==> src/rtl/rational_arith_reduce_assert.svh <==
// Assertion macros for the rational reduction block.
`ifndef RATIONAL_ARITH_REDUCE_ASSERT_SVH
`define RATIONAL_ARITH_REDUCE_ASSERT_SVH
`ifndef ASSERT_OFF
`define RAR_ASSERT_IMP(label, clk, rst_n, ante, cons) \
	label: assert property (@(posedge clk) disable iff (!rst_n) (ante) |-> (cons)) \
		else $error("assertion failed");
`define RAR_ASSERT_NXT(label, clk, rst_n, ante, cons) \
	label: assert property (@(posedge clk) disable iff (!rst_n) (ante) |=> (cons)) \
		else $error("assertion failed");
`else
`define RAR_ASSERT_IMP(label, clk, rst_n, ante, cons)
`define RAR_ASSERT_NXT(label, clk, rst_n, ante, cons)
`endif
`endif

==> src/rtl/rar_pkg.sv <==
package rar_pkg;
	localparam logic [2:0] CMD_ADD = 3'd0;
	localparam logic [2:0] CMD_SUB = 3'd1;
	localparam logic [2:0] CMD_MUL = 3'd2;
	localparam logic [2:0] CMD_DIV = 3'd3;
	localparam logic [2:0] CMD_GCD = 3'd4;

	typedef struct packed {
		logic [2:0] cmd;
		logic signed [31:0] a_num;
		logic signed [31:0] a_den;
		logic signed [31:0] b_num;
		logic signed [31:0] b_den;
	} in_t;

	typedef struct packed {
		logic signed [63:0] res_num;
		logic signed [63:0] res_den;
	} out_t;

	// Classified item handed from the front to the back.
	typedef struct packed {
		logic        reduce;
		logic        zero;
		logic [63:0] n;
		logic [63:0] d;
		logic [63:0] den;
	} job_t;
endpackage

==> src/rtl/rar_divider.sv <==
// Restoring signed divider, truncated quotient and remainder, one bit per cycle.
module rar_divider (
	input  logic        clk,
	input  logic        arst_n,
	input  logic        go,
	input  logic [63:0] dividend,
	input  logic [63:0] divisor,
	output logic        done,
	output logic [63:0] quot,
	output logic [63:0] rem
);
	logic [63:0] a_q, b_q, q_q;
	logic [64:0] r_q;
	logic [6:0]  cnt_q;
	logic        run_q, qneg_q, rneg_q, zero_q;
	logic [64:0] trial;
	logic [64:0] rsh;

	assign rsh   = {r_q[63:0], a_q[63]};
	assign trial = rsh - {1'b0, b_q};

	always_ff @(posedge clk or negedge arst_n) begin
		if (!arst_n) begin
			run_q <= 1'b0;
			done  <= 1'b0;
			cnt_q <= '0;
		end else begin
			done <= !go && run_q && (cnt_q == 7'd1);
			if (go) begin
				run_q  <= 1'b1;
				cnt_q  <= 7'd64;
				a_q    <= dividend[63] ? (64'd0 - dividend) : dividend;
				b_q    <= divisor[63] ? (64'd0 - divisor) : divisor;
				qneg_q <= dividend[63] ^ divisor[63];
				rneg_q <= dividend[63];
				zero_q <= (divisor == 64'd0);
				r_q    <= '0;
				q_q    <= '0;
			end else if (run_q) begin
				a_q <= {a_q[62:0], 1'b0};
				if (!trial[64]) begin
					r_q <= trial;
					q_q <= {q_q[62:0], 1'b1};
				end else begin
					r_q <= rsh;
					q_q <= {q_q[62:0], 1'b0};
				end
				cnt_q <= cnt_q - 7'd1;
				if (cnt_q == 7'd1) begin
					run_q <= 1'b0;
				end
			end
		end
	end

	always_comb begin
		if (zero_q) begin
			quot = '0;
			rem  = '0;
		end else begin
			quot = qneg_q ? (64'd0 - q_q) : q_q;
			rem  = rneg_q ? (64'd0 - r_q[63:0]) : r_q[63:0];
		end
	end
endmodule

==> src/rtl/rar_back.sv <==
// Runs Euclid on the shared divider, then, for a reducing job, divides both terms by the gcd.
module rar_back (
	input  logic          clk,
	input  logic          arst_n,
	input  logic          job_valid,
	output logic          job_ready,
	input  rar_pkg::job_t job,
	output logic          strobe,
	output rar_pkg::out_t result
);
	typedef enum logic [4:0] {
		S_IDLE = 5'b00001, S_GCD = 5'b00010, S_QN = 5'b00100,
		S_QD = 5'b01000, S_OUT = 5'b10000
	} st_t;
	st_t st_q;
	logic [63:0] x_q, y_q, n_q, d_q, g_q, qn_q, den_q;
	logic        red_q, go, done, wait_q;
	logic [63:0] dv_a, dv_b, quot, rem;

	rar_divider u_div (.clk, .arst_n, .go, .dividend(dv_a), .divisor(dv_b),
		.done, .quot, .rem);

	assign job_ready = (st_q == S_IDLE);
	assign dv_a = (st_q == S_GCD) ? x_q : (st_q == S_QN ? n_q : d_q);
	assign dv_b = (st_q == S_GCD) ? y_q : g_q;

	always_comb begin
		go = 1'b0;
		if (!wait_q) begin
			if (st_q == S_GCD) go = (y_q != 64'd0) && (y_q != '1);
			if (st_q == S_QN || st_q == S_QD) go = (g_q != '1);
		end
	end

	always_ff @(posedge clk or negedge arst_n) begin
		if (!arst_n) begin
			st_q   <= S_IDLE;
			strobe <= 1'b0;
			wait_q <= 1'b0;
		end else begin
			strobe <= (st_q == S_OUT);
			if (go) wait_q <= 1'b1;
			unique case (st_q)
				S_IDLE: if (job_valid) begin
					n_q <= job.n;
					d_q <= job.d;
					den_q <= job.den;
					// Both terms zero: the gcd is taken as one.
					x_q <= (job.n == 64'd0 && job.d == 64'd0) ? 64'd1 : job.n;
					y_q <= job.d;
					red_q <= job.reduce;
					if (job.zero) begin
						result.res_num <= '0;
						result.res_den <= '0;
						st_q <= S_OUT;
					end else st_q <= S_GCD;
				end
				S_GCD: if (y_q == 64'd0) begin
					g_q <= x_q;
					if (red_q) st_q <= S_QN;
					else begin
						result.res_num <= x_q;
						result.res_den <= den_q;
						st_q <= S_OUT;
					end
				end else if (y_q == '1) begin
					x_q <= y_q;
					y_q <= '0;
				end else if (done) begin
					wait_q <= 1'b0;
					x_q <= y_q;
					y_q <= rem;
				end
				S_QN: if (g_q == '1) begin
					qn_q <= 64'd0 - n_q;
					st_q <= S_QD;
				end else if (done) begin
					wait_q <= 1'b0;
					qn_q <= quot;
					st_q <= S_QD;
				end
				S_QD: if (g_q == '1) begin
					result.res_num <= qn_q;
					result.res_den <= 64'd0 - d_q;
					st_q <= S_OUT;
				end else if (done) begin
					wait_q <= 1'b0;
					result.res_num <= qn_q;
					result.res_den <= quot;
					st_q <= S_OUT;
				end
				S_OUT: st_q <= S_IDLE;
				default: st_q <= S_IDLE;
			endcase
		end
	end
endmodule

==> config.mk <==
export PLATFORM = sky130hd
export DESIGN_NAME = rar_back
export DESIGN_NICKNAME = d
export VERILOG_FILES = /design/src/rtl/rational_arith_reduce_assert.svh /design/src/rtl/rar_pkg.sv /design/src/rtl/rar_divider.sv /design/src/rtl/rar_back.sv
export SDC_FILE = /design/constraint.sdc
export NUM_CORES = 2
export LEC_CHECK = 0
export ABC_CLOCK_PERIOD_IN_PS = 46700
export BUFFER_PORTS_ARGS = -buffer_cell sky130_fd_sc_hd__clkbuf_2
export CORE_MARGIN = 2
export CORE_UTILIZATION = 57
export CTS_CLUSTER_DIAMETER = 200
export CTS_CLUSTER_SIZE = 16
export DETAILED_ROUTE_END_ITERATION = 8
export HOLD_SLACK_MARGIN = 0.03
export MAX_ROUTING_LAYER = met4
export PLACE_DENSITY = 0.79
export RECOVER_POWER = 50
export SLEW_MARGIN = 20
export SYNTH_ARGS = -nofsm -noshare
export SYNTH_HDL_FRONTEND = slang
export SYNTH_SLANG_ARGS = --single-unit
==> constraint.sdc <==
create_clock -name clk -period 46.7 [get_ports clk]
set_input_delay 0 -clock clk [delete_from_list [all_inputs] [get_ports clk]]
set_output_delay 0 -clock clk [all_outputs]
set_load 0.01 [all_outputs]
# Word level (Yosys, flattened, before mapping)
# Index checks and enable logic that the tools add are counted.
[word_totals]
regBits = 853
latch_bits = 0
ramBits = 0
romBits = 0
out_inout_bits = 130
memories = 0
[op_classes]
add_sub_neg = 8
n_mul = 0
div = 0
magnitude_cmp = 0
eq_ne = 18
shifts = 0
n_mux = 58
bitwise = 1
n_reduce_logical = 24
[ops]
columns = ["cell", "count"]
rows = [
  ["two-way mux 64 bit", 22],
  ["two-way mux 128 bit", 6],
  ["one-hot mux 128 bit (3 select lines)", 1],
  ["subtractor 1 x 64 -> 64 bit, first input constant", 6],
  ["logical NOT 64 bit", 4],
  ["one-hot mux 64 bit (2 select lines)", 2],
  ["two-way mux 65 bit", 2],
  ["== test 64 bit, second input constant", 2],
  ["inequality test 64 bit, second input constant", 2],
  ["subtractor 65 x 64 -> 65 bit", 1],
  ["nonzero test 64 bit", 1],
  ["two-way mux 63 bit", 1],
  ["two-way mux 5 bit", 8],
  ["one-hot mux 5 bit (4 select lines)", 1],
  ["two-way mux 7 bit", 2],
  ["two-way mux 1 bit", 12],
  ["inequality test 3 x 1 -> 1 bit, second input constant", 3],
  ["AND reduction 3 bit", 3],
  ["== test 7 x 1 -> 1 bit, second input constant", 1],
  ["AND reduction 7 bit", 1],
  ["subtractor 7 x 1 -> 7 bit, second input constant", 1],
  ["inequality test 2 bit, second input constant", 3],
  ["nonzero test 2 bit", 3],
  ["== test 5 x 1 -> 1 bit, second input constant", 1],
  ["other kinds (15)", 20],
]

# Logic depth before layout (Yosys ltp)
[depth]
depth_word = 10
mapped_depth = 20
ltp_nobuf = 13

# By module
# A second synthesis with hierarchy kept.
[unflattened]
hier_cells = 4703
hier_area_um2 = 47645.7
[by_module_without_submodules]
columns = ["mod", "instances", "cells_per_inst", "area_each_um2"]
rows = [
  ["rar_back", 1, 2345, 26574.2],
  ["rar_divider", 1, 2358, 21071.5],
]

# Least setup slack after synthesis
# Ideal clock, no wire load.
[synth_timing]
path_kind = "reg-to-reg"
start = "register st_q[0]"
end = "register result[0] (netlist bit) (enable)"
setup_ns = 0.929
t_arrival_ns = 14.859
required_time_ns = 45.771
path_slack_ns = 30.911
stages_incl_launch_ff = 15
n_path_buf = 9
cell_sequence = "dfstp_2 -> or3_1 -> clkbuf_1 -> clkbuf_1 -> nor2_1 -> clkbuf_1 -> buf_2 -> buf_1 -> clkbuf_1 -> clkbuf_1 -> clkbuf_1 -> buf_1 -> nand2_1 -> o211ai_1 -> nor4_1"
[synth_between]
elab_chain_len = 3
[synth_lines]
columns = ["item", "line_no", "rtl"]
rows = [
  ["from (decl)", "rar_back.sv:15", "st_t st_q;"],
  ["from (signal assigned)", "rar_back.sv:37", "st_q <= S_IDLE;"],
  ["from (signal assigned)", "rar_back.sv:55", "st_q <= S_OUT;"],
  ["from (signal assigned)", "rar_back.sv:56", "end else st_q <= S_GCD;"],
  ["== test 5 x 4 -> 1 bit (tied with other cells)", "rar_back.sv:43", "unique case (st_q)"],
  ["inequality test 3 x 1 -> 1 bit (no source line) (tied with other cells)", "-", ""],
  ["AND reduction 7 bit (no source line) (*)", "-", ""],
  ["to (decl)", "rar_back.sv:9", "output rar_pkg::out_t result"],
]
# Mark *: on every way between the ends. The rest lies on a longest branch, timed or not.
# A chain may end at the register's enable or synchronous reset.

# Final worst setup path
[layout_timing]
start = "register st_q[2]"
end = "register u_div.a_q[55] (data pin)"
[layout_between]
elab_chain_len = 6
[layout_lines]
columns = ["item", "line_no", "rtl"]
rows = [
  ["== test 5 x 3 -> 1 bit", "rar_back.sv:24, rar_back.sv:31", ""],
  ["two-way mux 64 bit (2 in series)", "rar_back.sv:24", "assign dv_a = (st_q == S_GCD) ? x_q : (st_q == S_QN ? n_q : d_q);"],
  ["subtractor 1 x 64 -> 64 bit", "rar_divider.sv:32", "a_q <= dividend[63] ? (64'd0 - dividend) : dividend;"],
  ["two-way mux 64 bit", "rar_divider.sv:32", ""],
  ["two-way mux 64 bit (*)", "rar_divider.sv:29", "if (go) begin"],
  ["to (signal assigned)", "rar_divider.sv:32", ""],
  ["to (signal assigned)", "rar_divider.sv:40", "a_q <= {a_q[62:0], 1'b0};"],
  ["to (decl)", "rar_divider.sv:12", "logic [63:0] a_q, b_q, q_q;"],
]
# Marks and branches as above.

==> impl_metrics.tcl <==
set metrics [dict create \
    status "finished with violations" \
    violations "capacitance limit, slew limit" \
    num_vias 42080 \
    powerDensity_nw_per_um2 52.72 \
    crit_top_cell "nand2_1" \
    critical-path-max-stage-delay_ns 3.22 \
    grt_overflow 0 \
    ys_top_cells_by_count "836 x edfxtp_1, 688 x nand2_1, 406 x o21ai_0" \
    core_um2 83690 \
    drt_iter0_markers 6586 \
    finalHoldViolations 0 \
    hold_path_class "input pin to flop" \
    synthDistinctLibCells 78 \
    wl_mm 177.2 \
    synth_edf_count 836 \
    io-pin-count 327 \
    synth_top_family_by_area "simple AND/OR/NAND/NOR gates" \
    worst_clock_skew_ns 0.04170 \
    instances_no_fill 6291 \
    fill_cells 6866 \
    fmax_mhz 105.0 \
    arrival_ns 9.89 \
    post-cts-setup-buffers 0 \
    syn_nets 5018 \
    dieArea_um2 86960 \
    ys_async_sr_fraction_pct 1.878 \
    clkTransAtPathRegs_ns 0.08 \
    syn_inst 4748 \
    ir_worst_vdd_mv 0.04497 \
    fin_util_pct 64.65 \
    synth_area_leaders "edfxtp_1 52%, nand2_1 5.4%, o21ai_0 4.2%" \
    insertion_delay_ns 0.69 \
    synth_top_area_share_pct 52.05 \
    finalCritPeriodShare_pct 20.39 \
    drc 0 \
    vias_per_cell 6.689 \
    die_w_um 294.9 \
    placed_cells 5984 \
    placed_area_um2 50770 \
    ys_warn_count 0 \
    clk_path_buf_depth 3 \
    postCtsResizedCells 0 \
    cp-start-kind "flop" \
    globalplace.congestion 1.025 \
    hpwl_mm 127.8 \
    fin_area_um2 54110 \
    drive_gt1_share_pct 4.696 \
    syn_avg_cell_area_um2 10.16 \
    synth.yosys.seq_area_share_pct 52.88 \
    yosysMostFrequentCell "edfxtp_1" \
    slew_headroom_pct -202.3 \
    firstDrtPassIters 8 \
    worstSetupPathType "flop to flop" \
    syn_to_final_growth_pct 12.19 \
    grt_pass1_vias 38520 \
    slowest_stage "clkbuf_1" \
    end_kind "flop" \
    gr-usage-all-layers_pct 41.07 \
    wl_per_cell_um 28.17 \
    port_buffers 326 \
    setup_viol 0 \
    cts_sinks 852 \
    ys_ff_latch 852 \
    antenna_found_initial 5 \
    required_ns 47.07 \
    synth_xor_area_share_pct 7.591 \
    num-nets-final 5385 \
    regMostFlops "result" \
    synthMuxAreaShare_pct 1.767 \
    p_leak_nw 18.82 \
    grt_pass1_wl_mm 254.8 \
    synth_adder_area_share_pct 1.909 \
    start_util_pct 57.63 \
    max_cap_viol_count 19 \
    numCtsBuffers 59 \
    synth_area_um2 48230 \
    rsz0062_at_grt "false" \
    setup-tns-final_ns 0 \
    worst_slew_pin_slew_ns 4.534 \
    crit_chain "nor2b_1 > nand2_1 > clkbuf_1 > a31oi_1 > nor4_1 > and2_1 > nand2_1 > nor4b_1 > a21oi_1 > xnor2_1 > o21ai_0" \
    grt_max_degree 108 \
    chipHeight_um 294.9 \
    ys.flop_type "edfxtp_1" \
    whs_ns 0.03989 \
    crit_fanout 103 \
    drv_slew 1054 \
    cts_tree "built" \
    cts_hold_buffers 202 \
    largest_reg_flops 128 \
    synth_compound_area_share_pct 15.60 \
    ant_nets 0 \
    fp-row-count 106 \
    root_buffer "clkbuf_16" \
    synthSimpleGateAreaFrac_pct 17.15 \
    h-tree-depth 2 \
    period_needed_ns 9.522 \
    yosys.area.top_type "edfxtp_1" \
]
==> layout by cell type, fill, tap and decap left out, drive strengths merged, types with 12 or more instances in the layout <==
master       count
and2            12
dfrtp           15
mux2i           84
o21ai          407
o31ai           58
nor4           115
a31oi           67
or4             50
o21bai          16
dlygate4sd3    202
nand2          688
or2             26
nand2b          54
nor3           163
and3            19
o41ai           27
clkbuf         437
xnor2          196
or3             72
edfxtp         836
o22ai           32
a21boi          69
o211ai          15
nand3           72
a311oi          27
buf             40
ha              72
xor2           222
nor2           330
a211oi          18
a21oi          218
a22o            93
a21o            35
inv            119
nand4           84
nor2b           15
==> critical path, delay by kind of cell (launching register included) <==
kind / cells / cell delay (ns)
compound gates: 3 / 1.01
flops: 1 / 1.53
buf+inv: 1 / 3.22
xor+xnor: 1 / 0.26
simple gates: 6 / 3.12
==> power by group <==
part	total, W	internal [W]	switching [W]
clock	0.000515	0.000239	0.000276
sequential	0.00128	0.00107	0.000207
combinational	0.00106	0.000376	0.000686
total	0.00285	0.00168	0.00117
==> final cells by class <==
cell class | count | area, µm² | share of cell area [%]
diodes | 4 | 10.01 | 0.01850
clock buffers | 96 | 1637 | 3.025
multi-input cells | 3499 | 21350 | 39.46
well taps | 1134 | 1419 | 2.622
clock inverters | 3 | 41.29 | 0.07631
inverters | 120 | 450.4 | 0.8325
repair buffers | 583 | 3692 | 6.824
flip-flops and latches | 852 | 25510 | 47.15
==> cells by family after synthesis <==
group | count (synthesis)
AND/OR/NAND/NOR | 1743
multiplexers | 85
buffers and inverters | 397
AO/OA/AOI/OAI | 1180
XOR/XNOR | 418
flip-flops | 852
adder cells (fa/ha/maj) | 73
==> path summary, 6_finish.rpt <==
check / start / to / slack, ns / cells after the start
max in group asynchronous: arst_n / u_div.run_q / 40.26 / 3
setup / recovery: st_q[2] / u_div.a_q[55] / 37.18 / 11
hold reg to reg: u_div.a_q[57] / u_div.a_q[58] / 0.52 / 2
min in group asynchronous: arst_n / u_div.done / 3.74 / 3
hold / removal: job[63] / den_q[63] / 0.04 / 2
setup reg to reg: st_q[2] / u_div.a_q[55] / 37.18 / 11
==> layer usage <==
layer | wire (µm) | up-vias | global-route usage, % | part of all wire, %
li1 | - | 18400 | - | -
met1 | 66100 | 20250 | 53.90 | 37
met2 | 80210 | 2902 | 62.07 | 45
met3 | 20530 | 528 | 7.760 | 12
met4 | 10380 | 0 | 18.83 | 5.9
met5 | 0 | - | - | 0
==> stage by stage <==
step / power [W] / setup WS, ns
after floorplan: 0.001958 / 30.91
after global placement: 0.002278 / 41.47
after detailed placement: 0.002296 / 41.32
after CTS: 0.002810 / 41.31
after global routing: 0.002969 / 36.66
final: 0.002853 / 37.18
Power figures use the tool's default switching activity.
